===== src/rtl/humidity_temp_frame_decoder_core_assert.svh =====
// Assertion macros for the humidity/temperature frame decoder.
// Expects a clock named clk and a synchronous reset named rst in scope.
`ifndef HUMIDITY_TEMP_FRAME_DECODER_CORE_ASSERT_SVH
`define HUMIDITY_TEMP_FRAME_DECODER_CORE_ASSERT_SVH

// Same-cycle implication.
`define HTFD_ASSERT_SAME(label, ante, cons) \
  label: assert property (@(posedge clk) disable iff (rst) (ante) |-> (cons)) \
    else $error("htfd assertion failed");

// Next-cycle implication.
`define HTFD_ASSERT_NEXT(label, ante, cons) \
  label: assert property (@(posedge clk) disable iff (rst) (ante) |=> (cons)) \
    else $error("htfd assertion failed");

`endif


===== src/rtl/htfd_pkg.sv =====
// Shared types, constants and the CRC-8 step for the frame decoder.
// No dependencies.
package htfd_pkg;

  localparam logic [2:0] POS_STATUS = 3'd0;
  localparam logic [2:0] POS_HUM_HI = 3'd1;
  localparam logic [2:0] POS_HUM_MID = 3'd2;
  localparam logic [2:0] POS_SPLIT = 3'd3;
  localparam logic [2:0] POS_TEMP_MID = 3'd4;
  localparam logic [2:0] POS_TEMP_LO = 3'd5;
  localparam logic [2:0] POS_CRC = 3'd6;
  localparam logic [2:0] POS_IDLE = 3'd7;

  localparam logic [7:0] CRC_INIT = 8'hFF;
  localparam logic [7:0] CRC_POLY = 8'h31;

  localparam logic [9:0] HUM_SCALE = 10'd1000;
  localparam logic [10:0] TEMP_SCALE = 11'd2000;
  localparam logic [11:0] TEMP_OFFSET = 12'd500;

  typedef enum logic [1:0] {
    STATUS_VALID   = 2'd0,
    STATUS_CRC_ERR = 2'd1,
    STATUS_BUSY    = 2'd2
  } htfd_status_t;

  typedef struct packed {
    logic [7:0] crc_calc;
    logic [7:0] crc_rx;
    logic busy;
    logic [19:0] hum_raw;
    logic [19:0] temp_raw;
  } htfd_frame_t;

  typedef struct packed {
    htfd_status_t status;
    logic [9:0] hum_tenths;
    logic signed [11:0] temp_tenths;
  } htfd_result_t;

  function automatic logic [7:0] crc8_update(input logic [7:0] crc, input logic [7:0] data);
    logic [7:0] c;
    c = crc ^ data;
    for (int k = 0; k < 8; k++) begin
      c = c[7] ? ({c[6:0], 1'b0} ^ CRC_POLY) : {c[6:0], 1'b0};
    end
    return c;
  endfunction

endpackage


===== src/rtl/htfd_collect.sv =====
// Frame byte tracker: position, running CRC-8 and raw field capture.
// Depends on htfd_pkg.
module htfd_collect import htfd_pkg::*; (
  input  logic        clk,
  input  logic        rst,
  input  logic        accept,
  input  logic [7:0]  rx_byte,
  input  logic        frame_start,
  output logic        frame_end,
  output htfd_frame_t frame
);

  logic [2:0] byte_position;
  logic [2:0] byte_position_next;
  logic [7:0] crc_accumulator;
  logic [7:0] crc_accumulator_next;
  logic [19:0] humidity_raw;
  logic [19:0] humidity_raw_next;
  logic [19:0] temperature_raw;
  logic [19:0] temperature_raw_next;
  logic busy_seen;
  logic busy_seen_next;
  logic [2:0] pos_eff;
  logic active;

  assign pos_eff = frame_start ? POS_STATUS : byte_position;
  assign active = accept && (frame_start || (byte_position != POS_IDLE));

  always_comb begin
    byte_position_next = byte_position;
    crc_accumulator_next = crc_accumulator;
    humidity_raw_next = humidity_raw;
    temperature_raw_next = temperature_raw;
    busy_seen_next = busy_seen;
    frame_end = 1'b0;
    if (active) begin
      byte_position_next = pos_eff + 3'd1;
      case (pos_eff)
        POS_STATUS: begin
          crc_accumulator_next = crc8_update(CRC_INIT, rx_byte);
          busy_seen_next = rx_byte[7];
          humidity_raw_next = '0;
          temperature_raw_next = '0;
        end
        POS_HUM_HI: begin
          crc_accumulator_next = crc8_update(crc_accumulator, rx_byte);
          humidity_raw_next = {rx_byte, 12'd0};
        end
        POS_HUM_MID: begin
          crc_accumulator_next = crc8_update(crc_accumulator, rx_byte);
          humidity_raw_next[11:4] = rx_byte;
        end
        POS_SPLIT: begin
          crc_accumulator_next = crc8_update(crc_accumulator, rx_byte);
          humidity_raw_next[3:0] = rx_byte[7:4];
          temperature_raw_next = {rx_byte[3:0], 16'd0};
        end
        POS_TEMP_MID: begin
          crc_accumulator_next = crc8_update(crc_accumulator, rx_byte);
          temperature_raw_next[15:8] = rx_byte;
        end
        POS_TEMP_LO: begin
          crc_accumulator_next = crc8_update(crc_accumulator, rx_byte);
          temperature_raw_next[7:0] = rx_byte;
        end
        default: begin
          frame_end = 1'b1;
          byte_position_next = POS_IDLE;
        end
      endcase
    end
  end

  always_ff @(posedge clk) begin
    if (rst) begin
      byte_position <= POS_IDLE;
      crc_accumulator <= CRC_INIT;
      humidity_raw <= '0;
      temperature_raw <= '0;
      busy_seen <= 1'b0;
    end else begin
      byte_position <= byte_position_next;
      crc_accumulator <= crc_accumulator_next;
      humidity_raw <= humidity_raw_next;
      temperature_raw <= temperature_raw_next;
      busy_seen <= busy_seen_next;
    end
  end

  assign frame.crc_calc = crc_accumulator;
  assign frame.crc_rx = rx_byte;
  assign frame.busy = busy_seen;
  assign frame.hum_raw = humidity_raw;
  assign frame.temp_raw = temperature_raw;

endmodule


===== src/rtl/htfd_convert.sv =====
// Frame check and unit conversion: status priority and scaled readings.
// Depends on htfd_pkg.
module htfd_convert import htfd_pkg::*; (
  input  htfd_frame_t  frame,
  output htfd_result_t result
);

  logic [29:0] hum_prod;
  logic [30:0] temp_prod;
  htfd_status_t status;

  assign hum_prod = 30'(frame.hum_raw) * 30'(HUM_SCALE);
  assign temp_prod = 31'(frame.temp_raw) * 31'(TEMP_SCALE);

  always_comb begin
    if (frame.crc_calc != frame.crc_rx) begin
      status = STATUS_CRC_ERR;
    end else if (frame.busy) begin
      status = STATUS_BUSY;
    end else begin
      status = STATUS_VALID;
    end
  end

  always_comb begin
    result.status = status;
    result.hum_tenths = '0;
    result.temp_tenths = '0;
    if (status == STATUS_VALID) begin
      result.hum_tenths = hum_prod[29:20];
      result.temp_tenths = $signed({1'b0, temp_prod[30:20]} - TEMP_OFFSET);
    end
  end

endmodule


===== src/rtl/htfd_skid.sv =====
// Output register with one skid entry for the result channel.
// Depends on htfd_pkg and humidity_temp_frame_decoder_core_assert.svh.
`include "humidity_temp_frame_decoder_core_assert.svh"

module htfd_skid import htfd_pkg::*; (
  input  logic         clk,
  input  logic         rst,
  input  logic         push,
  input  htfd_result_t push_data,
  output logic         full,
  output logic         out_valid,
  input  logic         out_stall,
  output htfd_result_t out_data
);

  logic skid_valid;
  htfd_result_t skid_data;
  logic out_free;

  assign out_free = !out_valid || !out_stall;
  assign full = skid_valid;

  always_ff @(posedge clk) begin
    if (rst) begin
      out_valid <= 1'b0;
      skid_valid <= 1'b0;
    end else if (out_free) begin
      if (skid_valid) begin
        out_valid <= 1'b1;
        out_data <= skid_data;
        skid_valid <= 1'b0;
      end else begin
        out_valid <= push;
        if (push) begin
          out_data <= push_data;
        end
      end
    end else if (push) begin
      skid_valid <= 1'b1;
      skid_data <= push_data;
    end
  end

  `HTFD_ASSERT_SAME(a_skid_behind_out, skid_valid, out_valid)
  `HTFD_ASSERT_SAME(a_no_push_when_full, push, !skid_valid)
  `HTFD_ASSERT_NEXT(a_blocked_push_held, push && out_valid && out_stall, skid_valid)

endmodule


===== src/rtl/humidity_temp_frame_decoder_core.sv =====
// Frame byte 6 registers its result at the output, or in the skid entry while stalled.
// Throughput: one byte per cycle unless stalled; CRC-8 step, capture, scaling: single pass.
// in_stall rises only while the skid entry holds a result behind a stalled output.
// Reset (rst, synchronous, active high): idle awaiting frame_start, CRC at 0xFF, no result.
// Depends on htfd_pkg, htfd_collect, htfd_convert, htfd_skid.
module humidity_temp_frame_decoder_core import htfd_pkg::*; (
  input  logic               clk,
  input  logic               rst,
  input  logic               in_valid,
  output logic               in_stall,
  input  logic [7:0]         rx_byte,
  input  logic               frame_start,
  output logic               out_valid,
  input  logic               out_stall,
  output logic [1:0]         frame_status,
  output logic [9:0]         humidity_tenths,
  output logic signed [11:0] temperature_tenths
);

  logic accept;
  logic frame_end;
  logic full;
  htfd_frame_t frame;
  htfd_result_t result;
  htfd_result_t out_data;

  assign in_stall = full;
  assign accept = in_valid && !full;

  htfd_collect u_collect (
    .clk         (clk),
    .rst         (rst),
    .accept      (accept),
    .rx_byte     (rx_byte),
    .frame_start (frame_start),
    .frame_end   (frame_end),
    .frame       (frame)
  );

  htfd_convert u_convert (
    .frame  (frame),
    .result (result)
  );

  htfd_skid u_skid (
    .clk       (clk),
    .rst       (rst),
    .push      (frame_end),
    .push_data (result),
    .full      (full),
    .out_valid (out_valid),
    .out_stall (out_stall),
    .out_data  (out_data)
  );

  assign frame_status = out_data.status;
  assign humidity_tenths = out_data.hum_tenths;
  assign temperature_tenths = out_data.temp_tenths;

endmodule

===== config.mk =====
export PLATFORM = sky130hd
export DESIGN_NAME = humidity_temp_frame_decoder_core
export DESIGN_NICKNAME = d
export VERILOG_FILES = /design/src/rtl/htfd_pkg.sv /design/src/rtl/htfd_collect.sv /design/src/rtl/htfd_convert.sv /design/src/rtl/htfd_skid.sv /design/src/rtl/humidity_temp_frame_decoder_core.sv
export VERILOG_INCLUDE_DIRS = /design/src /design/src/rtl
export SDC_FILE = /design/constraint.sdc
export NUM_CORES = 1
export LEC_CHECK = 0
export BUFFER_PORTS_ARGS = -buffer_cell sky130_fd_sc_hd__clkbuf_2
export CORE_MARGIN = 10
export CORE_UTILIZATION = 60
export CTS_BUF_LIST = sky130_fd_sc_hd__clkbuf_8 sky130_fd_sc_hd__clkbuf_16
export CTS_CLUSTER_SIZE = 16
export DETAILED_ROUTE_END_ITERATION = 7
export PLACE_DENSITY = 0.78
export REMOVE_ABC_BUFFERS = 1
export SETUP_SLACK_MARGIN = 0.5
export SKIP_LAST_GASP = 1
export SYNTH_ARGS = -nofsm -noshare
export SYNTH_HDL_FRONTEND = slang
export SYNTH_SLANG_ARGS = --single-unit

===== constraint.sdc =====
create_clock -name clk -period 6.49 [get_ports clk]
set_input_delay 0.649 -clock clk [delete_from_list [all_inputs] [get_ports clk]]
set_output_delay 0.649 -clock clk [all_outputs]
set_load 0.01 [all_outputs]

==> flow_summary.ini <==
[logic_synthesis]
post_synth_inst_count = 1075
synth_enable_flop_cells = 48
synthesis.area_per_instance_um2 = 9.85
number_of_warnings_issued_by_yosys = 0
yosysSeqAreaShare_pct = 23.8
synth_async_sr_flop_share_pct = 0
dominantRegCellSynth = sky130_fd_sc_hd__dfxtp_1
synthDominantCellAreaShare_pct = 26.1
synth.area.top_cells = sky130_fd_sc_hd__fa_1, sky130_fd_sc_hd__ha_1, sky130_fd_sc_hd__edfxtp_1
netlist_area_um2 = 10600
yosys_register_bits = 102
post-synth-top-area-cell = sky130_fd_sc_hd__fa_1
synth_most_common_cell = sky130_fd_sc_hd__inv_1
synth_unique_cells = 57
synth_common_cells = sky130_fd_sc_hd__inv_1, sky130_fd_sc_hd__fa_1, sky130_fd_sc_hd__ha_1, sky130_fd_sc_hd__nand2_1, sky130_fd_sc_hd__a21oi_1

[run_status]
outcome = complete, no violations

[final_layout]
finish.utilization_pct = 65.2
stdcell_count = 1324
post_route_cells_drive_above_1_share_pct = 7.01
antenna-diode-count = 0
multi_input_comb_area_um2 = 7150
final_area_um2 = 11300
n_fill_cell = 1403
nNetsFinal = 1368
synth_to_layout_area_growth_pct = 6.51
layout.area.seq_um2 = 2520

[worst_setup_path]
path_max_fanout = 6
worstReg2RegStart = u_collect.temperature_raw[10]
reg2regPathDepth = 18
critical_path_class = reg -> reg
timing.critical_path.from = u_collect.temperature_raw[10]
crit_end = u_skid.out_data[11]
worst_ep_required_time_ns = 6.59
worstPathArrival_ns = 5.63
reg2reg_setup_slack_ns = 0.97
r2r-end = u_skid.out_data[11]
end_kind = flop
startpoint_type = flop

[detailed_routing]
route.antenna.remaining_nets = 0
avgViaCountPerCell = 5.53
post_dr_wirelength_cell_um = 16.1
route.detailed.drc = 0
totalWireLength_um = 21300
top_signal_layer_used = met4
detailedRoute.firstPassIterationCount = 5
routed-wl-met2_um = 10800
dr.first_iter.drc_count = 463
met3_length_um = 644
detail_route.wirelength.met1_um = 9500
detailroute.via_count = 7317

[global_routing]
grt_overflow_total = 0
antenna_found_initial = 0
global_route.usage.total_pct = 19.3
grt_pass1_vias = 7831
grt_first_pass_wirelength_um = 38000
grt_start_max_net_pins = 56

[placed_design]
placed_area_um2 = 11000
number_of_buffers_inserted_by_port_buffering = 38
dp.final_hpwl_um = 16900
routabilityCongestion = 0.901
dpl.cell_count = 1308

[power_and_ir_drop]
switching_share_pct = 28.8
static-leakage-power_nw = 5.28
share_clk_of_total_power_pct = 35.5
irDropWorstVdd_uv = 117
power_frac_comb_pct = 18.9
p_sw_w = 0.000446
internal_power_w = 0.00110
seq_power_share_pct = 45.6
p_per_area_nw_per_um2 = 137

[clock_network]
clkSlewWorstSetupHoldPaths_ns = 0.07
cts_resized = 0
tritoncts = yes
tritoncts_num_sinks = 102
postCtsSetupRepairBufs = 0
clk-insertion-delay-late_ns = 0.36
cts.htree.levels = 3
clk_path_buf_depth = 2
cts-hold-fix-buffers = 0
cts-root-buf = sky130_fd_sc_hd__clkbuf_16
cts_inserted_buffers = 9

[sta]
layout_min_cycle_time_ns = 5.52
worst_slew_pin_slew_ns = 0.902
skew_ns = 0.0124
hold_viol_final = 0
timing.slew.headroom_pct = 39.4
max_clock_freq_mhz = 181
slew_violations = 0
rsz_0062_raised_after_global_routing = false
timing.setup.tns_ns = 0
setup_violations = 0
period_share_pct = 85.1

[floorplan]
number_of_rows_in_the_core_area = 48
io-pin-count = 39
core_area_um2 = 17300
die_w_um = 153
floorplan.die.height_um = 153
fp.dieArea_um2 = 23400
initial_core_util_pct = 61.2

[flow_run]
maxCapViolCount = 0

[hold_path]
hold_path_class = reg -> reg
final cells by class:
class                      count  area share, %
multi-input combinational    726           63.3
sequential                   102           22.4
clock buffer                   9           2.00
timing repair buffer          45           2.15
inverter                     210           6.99
clock inverter                 7          0.654
tap                          225           2.50
power by group through the flow:
stage | logic (W) | registers [W] | clock network (W)
2_1_floorplan | 0.000215 | 0.000719 | 0
4_1_cts | 0.000295 | 0.000707 | 0.000558
3_5_place_dp | 0.000291 | 0.000722 | 0
5_1_grt | 0.000335 | 0.000710 | 0.000585
6_report | 0.000292 | 0.000707 | 0.000550
3_3_place_gp | 0.000282 | 0.000721 | 0
layout by cell type, fill, tap and decap left out, drive strengths merged, types with 3 or more instances in the layout:
| cell | count |
|---|---|
| mux2 | 7 |
| o22ai | 4 |
| o211ai | 3 |
| nor4 | 4 |
| and4 | 3 |
| clkbuf | 47 |
| nor2 | 61 |
| nor3 | 8 |
| a211oi | 4 |
| and3 | 3 |
| buf | 7 |
| xnor2 | 39 |
| o2111ai | 6 |
| inv | 212 |
| clkinvlp | 3 |
| a31oi | 5 |
| ha | 123 |
| o31ai | 15 |
| fa | 138 |
| o21ai | 19 |
| nor2b | 4 |
| nand2b | 9 |
| nand3 | 45 |
| nand2 | 71 |
| edfxtp | 48 |
| a32oi | 5 |
| a21o | 13 |
| a211o | 11 |
| and2 | 5 |
| nand4 | 3 |
| a21oi | 65 |
| xor2 | 30 |
| dfxtp | 54 |
worst min path at each step:
stage	startpoint	end	cells after the start
floorplan	u_collect.temperature_raw[10]	u_collect.temperature_raw[10]	2
detailed placement	u_collect.byte_position[0]	u_collect.byte_position[0]	2
finish	u_collect.byte_position[0]	u_collect.byte_position[0]	2
global placement	u_collect.byte_position[0]	u_collect.byte_position[0]	2
CTS	u_collect.byte_position[0]	u_collect.byte_position[0]	2
global route	u_collect.byte_position[0]	u_collect.byte_position[0]	2
flip-flops by register name, summed over array words and instances (netlist names):
signal	flops
u_collect.crc_accumulator	8
u_skid.out_data	24
u_collect.temperature_raw	20
u_collect.busy_seen	1
u_collect.humidity_raw	20
u_skid.out_valid	1
u_collect.byte_position	3
u_skid.skid_data	24
u_skid.full	1
metal layers:
| layer | vias to the layer above | GRT usage, % |
|---|---|---|
| met5 | - | 0 |
| met3 | 32 | 2.41 |
| li1 | 3559 | - |
| met4 | 0 | 5.68 |
| met1 | 3615 | 24.5 |
| met2 | 111 | 33.7 |
per-stage QoR:
| step | hold slack, ns | setup slack (ns) | total power (W) |
|---|---|---|---|
| after floorplan | 0.459 | 1.28 | 0.000934 |
| after global placement | 0.480 | 1.10 | 0.00100 |
| after detailed placement | 0.487 | 0.993 | 0.00101 |
| after CTS | 0.505 | 0.947 | 0.00156 |
| after global routing | 0.535 | 0.680 | 0.00163 |
| final | 0.499 | 0.966 | 0.00155 |
worst max-delay path: stages, from the launching register on:
cell and delay, ns:
sky130_fd_sc_hd__dfxtp_1 0.39, sky130_fd_sc_hd__inv_1 0.16, sky130_fd_sc_hd__fa_1 0.54, sky130_fd_sc_hd__fa_1 0.56, sky130_fd_sc_hd__inv_1 0.06, sky130_fd_sc_hd__fa_1 0.55
sky130_fd_sc_hd__inv_1 0.06, sky130_fd_sc_hd__fa_1 0.50, sky130_fd_sc_hd__inv_1 0.04, sky130_fd_sc_hd__ha_1 0.36, sky130_fd_sc_hd__nand4_1 0.14, sky130_fd_sc_hd__nor3_1 0.09
sky130_fd_sc_hd__a21o_1 0.21, sky130_fd_sc_hd__or3_4 0.43, sky130_fd_sc_hd__a211oi_2 0.21, sky130_fd_sc_hd__xnor2_1 0.27, sky130_fd_sc_hd__and4_4 0.34, sky130_fd_sc_hd__nor4_4 0.05
sky130_fd_sc_hd__mux2_1 0.31
cell families after synthesis:
family	share of synthesized area, %
AND/OR/NAND/NOR	9.57
flip-flops	23.8
buffers and inverters	8.75
AO/OA/AOI/OAI	10.6
XOR/XNOR	5.88
multiplexers	0.744
adder cells (fa/ha/maj)	40.6
Power figures use the tool's default switching activity.
